### src/hdl/ecc_pkg.sv
// shared constants, command codes and item plan type of the elevator car controller
package ecc_pkg;

	localparam int FLOOR_COUNT = 16;

	localparam logic [7:0] CAR_LETTER_RST = 8'd101;
	localparam logic [7:0] FLOOR_BASE     = 8'h61;
	localparam logic [7:0] NO_FLOOR       = 8'd32;

	localparam logic [7:0] CH_LAMP_ON  = 8'h4C;
	localparam logic [7:0] CH_LAMP_OFF = 8'h44;
	localparam logic [7:0] CH_UP       = 8'h73;
	localparam logic [7:0] CH_DOWN     = 8'h64;
	localparam logic [7:0] CH_STOP     = 8'h70;
	localparam logic [7:0] CH_OPEN     = 8'h61;
	localparam logic [7:0] CH_CLOSE    = 8'h66;
	localparam logic [7:0] CH_INT      = 8'h49;
	localparam logic [7:0] CH_EXT      = 8'h45;
	localparam logic [7:0] CH_CR       = 8'h0D;
	localparam logic [7:0] CH_LF       = 8'h0A;
	localparam logic [7:0] CH_ZERO     = 8'h30;
	localparam logic [7:0] CH_NINE     = 8'h39;

	localparam int CMD_COUNT = 7;

	typedef enum logic [2:0] {
		CMD_LAMP_ON  = 3'd0,
		CMD_MOVE     = 3'd1,
		CMD_STOP     = 3'd2,
		CMD_OPEN     = 3'd3,
		CMD_CLOSE    = 3'd4,
		CMD_LAMP_OFF = 3'd5,
		CMD_LAMP_RPT = 3'd6
	} cmd_t;

	typedef struct packed {
		logic [CMD_COUNT-1:0] mask;
		logic [7:0]           lamp_floor;
		logic                 go_down;
		logic [7:0]           target;
	} plan_t;

	function automatic logic is_digit(input logic [7:0] c);
		return (c >= CH_ZERO) && (c <= CH_NINE);
	endfunction

	function automatic logic [3:0] digit_val(input logic [7:0] c);
		logic [7:0] d;
		d = c - CH_ZERO;
		return d[3:0];
	endfunction

	// two-digit value, 0..99
	function automatic logic [6:0] two_digit(input logic [7:0] hi, input logic [7:0] lo);
		return 7'({3'b000, digit_val(hi)} * 7'd10) + {3'b000, digit_val(lo)};
	endfunction

endpackage

### src/hdl/ecc_if.sv
// item channels of the elevator car controller: request in, command byte out, car letter write
interface ecc_req_if;
	logic       valid;
	logic       ready;
	logic [7:0] first_char;
	logic [7:0] second_char;
	logic [7:0] third_char;
	modport source (output valid, output first_char, output second_char, output third_char,
		input ready);
	modport sink (input valid, input first_char, input second_char, input third_char,
		output ready);
endinterface

interface ecc_cmd_if;
	logic       valid;
	logic       ready;
	logic [7:0] out_byte;
	logic       last_byte;
	modport source (output valid, output out_byte, output last_byte, input ready);
	modport sink (input valid, input out_byte, input last_byte, output ready);
endinterface

interface ecc_cfg_if;
	logic       valid;
	logic       ready;
	logic [7:0] car_letter;
	modport source (output valid, output car_letter, input ready);
	modport sink (input valid, input car_letter, output ready);
endinterface

### src/hdl/elevator_car_controller.sv
// elevator car controller top level: request decode, car state and command byte stream
//
// channel  dir  payload                                    accepted when
// req      in   first_char, second_char, third_char        req.valid && req.ready
// cmd      out  out_byte, last_byte                        cmd.valid && cmd.ready
// cfg      in   car_letter                                 cfg.valid && cfg.ready
//
// a request item updates the car state in the cycle it is accepted; its commands
// go to a one-item plan slot and move to the serializer once it is idle or sends
// the final byte of the plan before; an item sends 0 to 24 bytes at one byte
// per cycle while cmd.ready is high, and one item can wait in the slot meanwhile
// reset clears car state, plan slot and serializer; car letter returns to 'e'
// a stalled cmd channel holds the byte; req is taken while the plan slot is free or emptying
module elevator_car_controller (
	input  logic      clk,
	input  logic      arst_n,
	ecc_req_if.sink   req,
	ecc_cmd_if.source cmd,
	ecc_cfg_if.sink   cfg
);

	logic [7:0]     car_letter_q;
	logic           take_ready;
	logic           accept;
	logic           plan_v;
	ecc_pkg::plan_t plan;

	assign cfg.ready = 1'b1;
	assign req.ready = take_ready;
	assign accept = req.valid && take_ready;

	always_ff @(posedge clk or negedge arst_n) begin
		if (!arst_n) begin
			car_letter_q <= ecc_pkg::CAR_LETTER_RST;
		end else if (cfg.valid && cfg.ready) begin
			car_letter_q <= cfg.car_letter;
		end
	end

	ecc_step u_step (
		.clk         (clk),
		.arst_n      (arst_n),
		.accept      (accept),
		.first_char  (req.first_char),
		.second_char (req.second_char),
		.third_char  (req.third_char),
		.plan_v      (plan_v),
		.plan        (plan)
	);

	ecc_emit u_emit (
		.clk        (clk),
		.arst_n     (arst_n),
		.plan_v     (plan_v),
		.plan       (plan),
		.car_letter (car_letter_q),
		.take_ready (take_ready),
		.cmd        (cmd)
	);

	// an idle serializer never blocks a new item
	a_idle_ready: assert property (@(posedge clk) disable iff (!arst_n)
		!cmd.valid |-> req.ready)
		else $error("request blocked while command stream idle");

	// the final byte of every item is a carriage return
	a_last_cr: assert property (@(posedge clk) disable iff (!arst_n)
		cmd.valid && cmd.last_byte |-> cmd.out_byte == ecc_pkg::CH_CR)
		else $error("final byte is not a carriage return");

	// the stream only pauses after the final byte of an item
	a_gap_after_last: assert property (@(posedge clk) disable iff (!arst_n)
		$fell(cmd.valid) |-> $past(cmd.last_byte) && $past(cmd.ready))
		else $error("command stream stopped inside an item");

endmodule

### src/hdl/ecc_step.sv
// car state registers and per-item decode into a command plan
module ecc_step (
	input  logic                 clk,
	input  logic                 arst_n,
	input  logic                 accept,
	input  logic [7:0]           first_char,
	input  logic [7:0]           second_char,
	input  logic [7:0]           third_char,
	output logic                 plan_v,
	output ecc_pkg::plan_t       plan
);

	logic [7:0] cur_floor_q;
	logic [7:0] tgt_floor_q;
	logic       held_q;
	logic       moving_q;

	logic       c1_dig;
	logic       c2_dig;
	logic       c3_dig;
	logic [6:0] rep_val;
	logic       rep_ok;
	logic [6:0] ext_val;
	logic [7:0] ext_letter;
	logic [7:0] cur_n;
	logic [7:0] tgt_n;
	logic       held_mid;
	logic       do_move;
	logic       arrive;

	always_comb begin
		c1_dig = ecc_pkg::is_digit(first_char);
		c2_dig = ecc_pkg::is_digit(second_char);
		c3_dig = ecc_pkg::is_digit(third_char);
		rep_val = c2_dig ? ecc_pkg::two_digit(first_char, second_char)
			: {3'b000, ecc_pkg::digit_val(first_char)};
		rep_ok = c1_dig && (rep_val < 7'(ecc_pkg::FLOOR_COUNT));
		cur_n = rep_ok ? (ecc_pkg::FLOOR_BASE + {1'b0, rep_val}) : cur_floor_q;

		ext_val = ecc_pkg::two_digit(second_char, third_char);
		ext_letter = (c2_dig && c3_dig && (ext_val < 7'(ecc_pkg::FLOOR_COUNT)))
			? (ecc_pkg::FLOOR_BASE + {1'b0, ext_val}) : ecc_pkg::NO_FLOOR;

		tgt_n = tgt_floor_q;
		held_mid = held_q;
		if (first_char == ecc_pkg::CH_INT) begin
			tgt_n = second_char;
			held_mid = 1'b1;
		end else if (first_char == ecc_pkg::CH_EXT) begin
			tgt_n = ext_letter;
			held_mid = 1'b1;
		end

		do_move = !moving_q && (tgt_n != cur_n);
		arrive = held_mid && (tgt_n == cur_n);

		plan = '0;
		plan.mask[ecc_pkg::CMD_LAMP_ON]  = (first_char == ecc_pkg::CH_INT);
		plan.mask[ecc_pkg::CMD_MOVE]     = do_move;
		plan.mask[ecc_pkg::CMD_STOP]     = arrive;
		plan.mask[ecc_pkg::CMD_OPEN]     = arrive;
		plan.mask[ecc_pkg::CMD_CLOSE]    = arrive;
		plan.mask[ecc_pkg::CMD_LAMP_OFF] = arrive;
		plan.mask[ecc_pkg::CMD_LAMP_RPT] = arrive;
		plan.lamp_floor = second_char;
		plan.go_down = tgt_n < cur_n;
		plan.target = tgt_n;
		plan_v = accept && (|plan.mask);
	end

	always_ff @(posedge clk or negedge arst_n) begin
		if (!arst_n) begin
			cur_floor_q <= ecc_pkg::FLOOR_BASE;
			tgt_floor_q <= ecc_pkg::FLOOR_BASE;
			held_q <= 1'b0;
			moving_q <= 1'b0;
		end else if (accept) begin
			cur_floor_q <= cur_n;
			tgt_floor_q <= tgt_n;
			held_q <= held_mid && !arrive;
			moving_q <= arrive ? 1'b0 : (moving_q || do_move);
		end
	end

endmodule

### src/hdl/ecc_emit.sv
// one-slot plan buffer and byte serializer for the car command stream
module ecc_emit (
	input  logic            clk,
	input  logic            arst_n,
	input  logic            plan_v,
	input  ecc_pkg::plan_t  plan,
	input  logic [7:0]      car_letter,
	output logic            take_ready,
	ecc_cmd_if.source       cmd
);

	ecc_pkg::plan_t pend_q;
	logic           pend_v_q;
	ecc_pkg::plan_t act_q;
	logic [1:0]     idx_q;

	logic                          fire;
	logic                          end_cmd;
	logic [ecc_pkg::CMD_COUNT-1:0] mask_rest;
	logic                          drain_done;
	logic                          pend_load;
	ecc_pkg::cmd_t                 cur_cmd;
	logic [7:0]                    op_byte;
	logic [7:0]                    arg_byte;

	always_comb begin
		cur_cmd = ecc_pkg::CMD_LAMP_ON;
		for (int i = ecc_pkg::CMD_COUNT - 1; i >= 0; i--) begin
			if (act_q.mask[i]) cur_cmd = ecc_pkg::cmd_t'(3'(i));
		end
	end

	always_comb begin
		unique case (cur_cmd)
			ecc_pkg::CMD_LAMP_ON:  op_byte = ecc_pkg::CH_LAMP_ON;
			ecc_pkg::CMD_MOVE:     op_byte = act_q.go_down ? ecc_pkg::CH_DOWN : ecc_pkg::CH_UP;
			ecc_pkg::CMD_STOP:     op_byte = ecc_pkg::CH_STOP;
			ecc_pkg::CMD_OPEN:     op_byte = ecc_pkg::CH_OPEN;
			ecc_pkg::CMD_CLOSE:    op_byte = ecc_pkg::CH_CLOSE;
			ecc_pkg::CMD_LAMP_OFF: op_byte = ecc_pkg::CH_LAMP_OFF;
			ecc_pkg::CMD_LAMP_RPT: op_byte = ecc_pkg::CH_LAMP_OFF;
			default:               op_byte = ecc_pkg::CH_STOP;
		endcase
		case (cur_cmd) inside
			ecc_pkg::CMD_LAMP_ON:                         arg_byte = act_q.lamp_floor;
			ecc_pkg::CMD_LAMP_OFF, ecc_pkg::CMD_LAMP_RPT: arg_byte = act_q.target;
			default:                                      arg_byte = ecc_pkg::CH_LF;
		endcase
		unique case (idx_q)
			2'd0:    cmd.out_byte = car_letter;
			2'd1:    cmd.out_byte = op_byte;
			2'd2:    cmd.out_byte = arg_byte;
			default: cmd.out_byte = ecc_pkg::CH_CR;
		endcase
	end

	always_comb begin
		cmd.valid = |act_q.mask;
		mask_rest = act_q.mask & (act_q.mask - 1'b1);
		cmd.last_byte = (idx_q == 2'd3) && (mask_rest == '0);
		fire = cmd.valid && cmd.ready;
		end_cmd = fire && (idx_q == 2'd3);
		drain_done = !cmd.valid || (end_cmd && (mask_rest == '0));
		pend_load = pend_v_q && drain_done;
		take_ready = !pend_v_q || pend_load;
	end

	always_ff @(posedge clk or negedge arst_n) begin
		if (!arst_n) begin
			pend_v_q <= 1'b0;
			act_q <= '0;
			idx_q <= 2'd0;
		end else begin
			if (plan_v) pend_v_q <= 1'b1;
			else if (pend_load) pend_v_q <= 1'b0;
			if (pend_load) begin
				act_q <= pend_q;
				idx_q <= 2'd0;
			end else if (end_cmd) begin
				act_q.mask <= mask_rest;
				idx_q <= 2'd0;
			end else if (fire) begin
				idx_q <= idx_q + 2'd1;
			end
		end
	end

	always_ff @(posedge clk) begin
		if (plan_v) pend_q <= plan;
	end

endmodule
### src/flat_wrapper.sv
// flat-port wrapper written by rule: the top's interface ports become plain ports
module elevator_car_controller_flat 
  (clk, arst_n, req_valid, req_first_char, req_second_char, req_third_char, req_ready, cmd_valid, cmd_out_byte, cmd_last_byte, cmd_ready, cfg_valid, cfg_car_letter, cfg_ready);
  ecc_req_if req_i ();
  ecc_cmd_if cmd_i ();
  ecc_cfg_if cfg_i ();
  input  logic clk;
  input  logic arst_n;
  input wire logic [$bits(req_i.valid)-1:0] req_valid;
  input wire logic [$bits(req_i.first_char)-1:0] req_first_char;
  input wire logic [$bits(req_i.second_char)-1:0] req_second_char;
  input wire logic [$bits(req_i.third_char)-1:0] req_third_char;
  output wire logic [$bits(req_i.ready)-1:0] req_ready;
  output wire logic [$bits(cmd_i.valid)-1:0] cmd_valid;
  output wire logic [$bits(cmd_i.out_byte)-1:0] cmd_out_byte;
  output wire logic [$bits(cmd_i.last_byte)-1:0] cmd_last_byte;
  input wire logic [$bits(cmd_i.ready)-1:0] cmd_ready;
  input wire logic [$bits(cfg_i.valid)-1:0] cfg_valid;
  input wire logic [$bits(cfg_i.car_letter)-1:0] cfg_car_letter;
  output wire logic [$bits(cfg_i.ready)-1:0] cfg_ready;
  assign req_i.valid = req_valid;
  assign req_i.first_char = req_first_char;
  assign req_i.second_char = req_second_char;
  assign req_i.third_char = req_third_char;
  assign req_ready = req_i.ready;
  assign cmd_valid = cmd_i.valid;
  assign cmd_out_byte = cmd_i.out_byte;
  assign cmd_last_byte = cmd_i.last_byte;
  assign cmd_i.ready = cmd_ready;
  assign cfg_i.valid = cfg_valid;
  assign cfg_i.car_letter = cfg_car_letter;
  assign cfg_ready = cfg_i.ready;
  elevator_car_controller u_core (.clk(clk), .arst_n(arst_n), .req(req_i), .cmd(cmd_i), .cfg(cfg_i));
endmodule
### config.mk
export PLATFORM = sky130hd
export DESIGN_NAME = elevator_car_controller_flat
export DESIGN_NICKNAME = d
export VERILOG_FILES = /design/src/hdl/ecc_pkg.sv /design/src/hdl/ecc_if.sv /design/src/hdl/elevator_car_controller.sv /design/src/hdl/ecc_step.sv /design/src/hdl/ecc_emit.sv /design/src/flat_wrapper.sv
export SDC_FILE = /design/constraint.sdc
export NUM_CORES = 1
export LEC_CHECK = 0
export BUFFER_PORTS_ARGS = -buffer_cell sky130_fd_sc_hd__buf_4
export CORE_MARGIN = 1
export CORE_UTILIZATION = 50
export CTS_BUF_LIST = sky130_fd_sc_hd__clkbuf_16
export CTS_CLUSTER_SIZE = 8
export DETAILED_ROUTE_END_ITERATION = 8
export MAX_ROUTING_LAYER = met4
export PLACE_DENSITY = 0.7
export SYNTH_ARGS = -nofsm -noshare
export SYNTH_HDL_FRONTEND = slang
export SYNTH_SLANG_ARGS = --single-unit
### constraint.sdc
create_clock -name clk -period 4.2 [get_ports clk]
set_clock_uncertainty 0.05 [all_clocks]
set_input_delay 0.84 -clock clk [delete_from_list [all_inputs] [get_ports clk]]
set_output_delay 0.84 -clock clk [all_outputs]
set_load 0.02 [all_outputs]
==> summary.txt <==
mapped cell area -> 4460 µm²
ratio of cells with drive above 1 in the final layout -> 33.3%
PortBufs -> 47
Area contributors post-synth -> dfrtp_1, edfxtp_1, ha_1, mux2_1, dfstp_2
largest stage delay on the critical path -> 0.34 ns
DRC errors left -> 0
first-pass GRT wire length -> 16,700 µm
post-DP HPWL -> 7740 µm
drt via density -> 5.78
Max-cap violations -> 0
YS warnings -> 0
row count -> 34
H-tree Lvls -> 3
Netlist cell types -> 70
Hold Crit Class -> reg -> reg
max frequency -> 241 MHz
Slew headroom -> 55.2%
origin of the critical flop-to-flop path -> u_core.u_step.tgt_floor_q[0]$_DFFE_PN1P_
WL final -> 10,400 µm
Setup crit end kind -> register
1st-pass router iterations -> 4
largest net degree at the start of global routing -> 54
CP max-delay cell -> fa_2
outcome -> finished clean
post-route design area -> 5690 µm²
Die Area -> 9300 µm²
GRT Util Overall -> 24.7%
GP Congestion -> 0.898
CTS root buffer -> clkbuf_16
Core Region -> 8680 µm²
Finished Layout Cells -> 618
fill cell count -> 688
Worst Setup SP -> req_first_char[3]
top-count cell post-synth -> dfrtp_1
Most Frequent Cell on Critical Path -> ha_4
CTS Sinks -> 73
drt wl/cell -> 16.8 µm
post-synth net total -> 485
maximum VDD drop -> 0.000228 V
fin crit share -> 98.7%
clk slew on worst S/H paths -> 0.06 ns
RSZ-0062 raised after global routing -> yes
vias in the first global route -> 3,599
sequential fraction of the synthesis area -> 43.5%
reg2reg setup slack -> 1.69 ns
final setup violation count -> 0
Slew Viols, Final -> 0
PwrDens -> 610 nW/µm²
Worst-Skew Late Latency -> 0.33 ns
post-route ant nets -> 0
syn_area_per_cell -> 10.7 µm²
Pleak -> 2.48 nW
nets -> 573
initial antenna violation count -> 0
Num CTS Buffers -> 9
r2r endpoint -> u_core.u_emit.pend_q[19]$_DFFE_PP_
n_diodes -> 0
CP cell instances -> buf_8, ha_4, ha_4, inv_2, fa_2, xor2_2, and3_1, o21ai_2, a221oi_4, buf_4, mux2_4, ha_4, nand4_1, or2_4, nor2_1, nand2_1, a21oi_4, nor2_2
CTS max path bufs -> 2
Yosys top cell by area -> dfrtp_1
Startpoint Class -> primary input
Reg2Reg Depth -> 12
Critical Path RT -> 4.21 ns
Syn Inst Count -> 417
Post-synth top cells -> dfrtp_1, nand2_1, nor2_1
IO Count -> 49
DR vias -> 3,573
fin crit period -> 4.15 ns
width of the die -> 96.5 µm
grt ovf -> 0
register bit total from synthesis -> 73
1st-iter DRT viols -> 171
Layout Area Growth over Synthesis -> 27.5%
Post-synth EDFFs -> 20
CTS tree -> yes
crit path max fanout -> 5
placed inst area -> 5280 µm²
Crit path arrival time -> 4.16 ns
top-area cell type share of the netlist area -> 24.1%
Starting Density -> 51.4%
Placed Cells -> 599
Critical Path End -> u_core.u_emit.pend_q[19]$_DFFE_PP_
final hold vios -> 0
ys async rst share -> 72.6%
Tightest Pin Transition -> 0.672 ns
Post-synth top flop -> dfrtp_1
critical path class -> in -> reg
Die H -> 96.5 µm
==> final cells by class <==
cell class	instances	area [µm²]	area share [%]
Multi-Input combinational cell	314	2550	44.8
Sequential cell	73	1940	34.1
Timing Repair Buffer	92	702	12.3
Clock buffer	10	250	4.40
Tap cell	108	135	2.38
Clock inverter	6	56.3	0.990
Inverter	15	56.3	0.990
==> report_power, final <==
part / internal [W] / total, W / switching (W)
Clock: 0.000490 / 0.000779 / 0.000288
Combinational: 0.000696 / 0.00150 / 0.000807
Sequential: 0.000986 / 0.00119 / 0.000203
==> per-layer routing <==
layer	track usage, %	vias up	wire (µm)
met3	3.60	20	404
met1	28.0	1725	4220
met2	43.3	107	5480
met5	-	-	0
li1	-	1721	-
met4	10.9	0	267
==> worst min path at each step <==
stage | from | to | slack, ns | depth (start not counted)
finish | u_core.u_emit.pend_q[3]$_DFFE_PP_ | u_core.u_emit.act_q[3]$_DFFE_PN0P_ | 0.40 | 1
global route | u_core.u_emit.pend_q[3]$_DFFE_PP_ | u_core.u_emit.act_q[3]$_DFFE_PN0P_ | 0.41 | 1
detailed placement | u_core.u_emit.pend_q[3]$_DFFE_PP_ | u_core.u_emit.act_q[3]$_DFFE_PN0P_ | 0.39 | 1
CTS | u_core.u_emit.pend_q[15]$_DFFE_PP_ | u_core.u_emit.act_q[15]$_DFFE_PN0P_ | 0.40 | 1
floorplan | u_core.u_emit.pend_q[0]$_DFFE_PP_ | u_core.u_emit.act_q[0]$_DFFE_PN0P_ | 0.38 | 1
global placement | u_core.u_emit.pend_q[1]$_DFFE_PP_ | u_core.u_emit.act_q[1]$_DFFE_PN0P_ | 0.39 | 1
==> logic make-up after synthesis <==
group	synth area share [%]
and+or+nand+nor	13.7
muxes	11.2
buffers and inverters	3.03
other	0.0841
adders and majority gates	9.37
AOI/OAI and AO/OA	17.2
DFF	43.5
xor gates and xnor gates	1.96
==> flip-flops by register name, indices dropped and copies added, names as in the netlist <==
name,count
u_core.car_letter_q,8
u_core.u_emit.act_q,24
u_core.u_emit.idx_q,2
u_core.u_emit.pend_q,20
u_core.u_emit.pend_v_q,1
u_core.u_step.cur_floor_q,8
u_core.u_step.held_q,1
u_core.u_step.moving_q,1
u_core.u_step.tgt_floor_q,8
==> critical path, delay by kind of cell <==
kind                     cells  cell delay, ns
multiplexers                 1            0.32
AO/OA/AOI/OAI                3            0.62
adder cells (fa/ha/maj)      4            0.98
XOR/XNOR                     1            0.19
AND/OR/NAND/NOR              6            0.89
buffers and inverters        3            0.29
==> layout by cell type, fill, tap and decap left out, types with 13 or more instances in the layout <==
cell type,count
dfrtp_1,43
mux2_1,24
nor2_1,27
o21ai_0,22
edfxtp_1,20
mux2_2,14
a21oi_1,13
inv_1,14
ha_1,22
buf_4,90
nand2_1,33
nand3_1,16
==> per-stage QoR <==
step,setup TNS [ns],setup slack [ns],power (W),hold WS [ns],util [%]
final,0,0.0528,0.00347,0.400,65.6
after global placement,-9.00,-0.442,0.00260,0.389,60.8
after global routing,-1.51,-0.0975,0.00371,0.409,65.6
after detailed placement,-10.78,-0.527,0.00265,0.395,60.8
after CTS,0,0.00394,0.00345,0.403,64.6
after floorplan,-2.97,-0.149,0.00214,0.382,-
==> what timing repair did <==
| action | 4_1_cts | 5_1_grt |
|---|---|---|
| endpoints found under the setup margin | 20 | 21 |
| hold buffers | 0 | 0 |
| pin swaps | 2 | 5 |
| buffers inserted | 0 | 1 |
| gates cloned | 1 | 1 |
| gates resized for setup | 2 | 16 |
(Power assumes the default switching activity.)
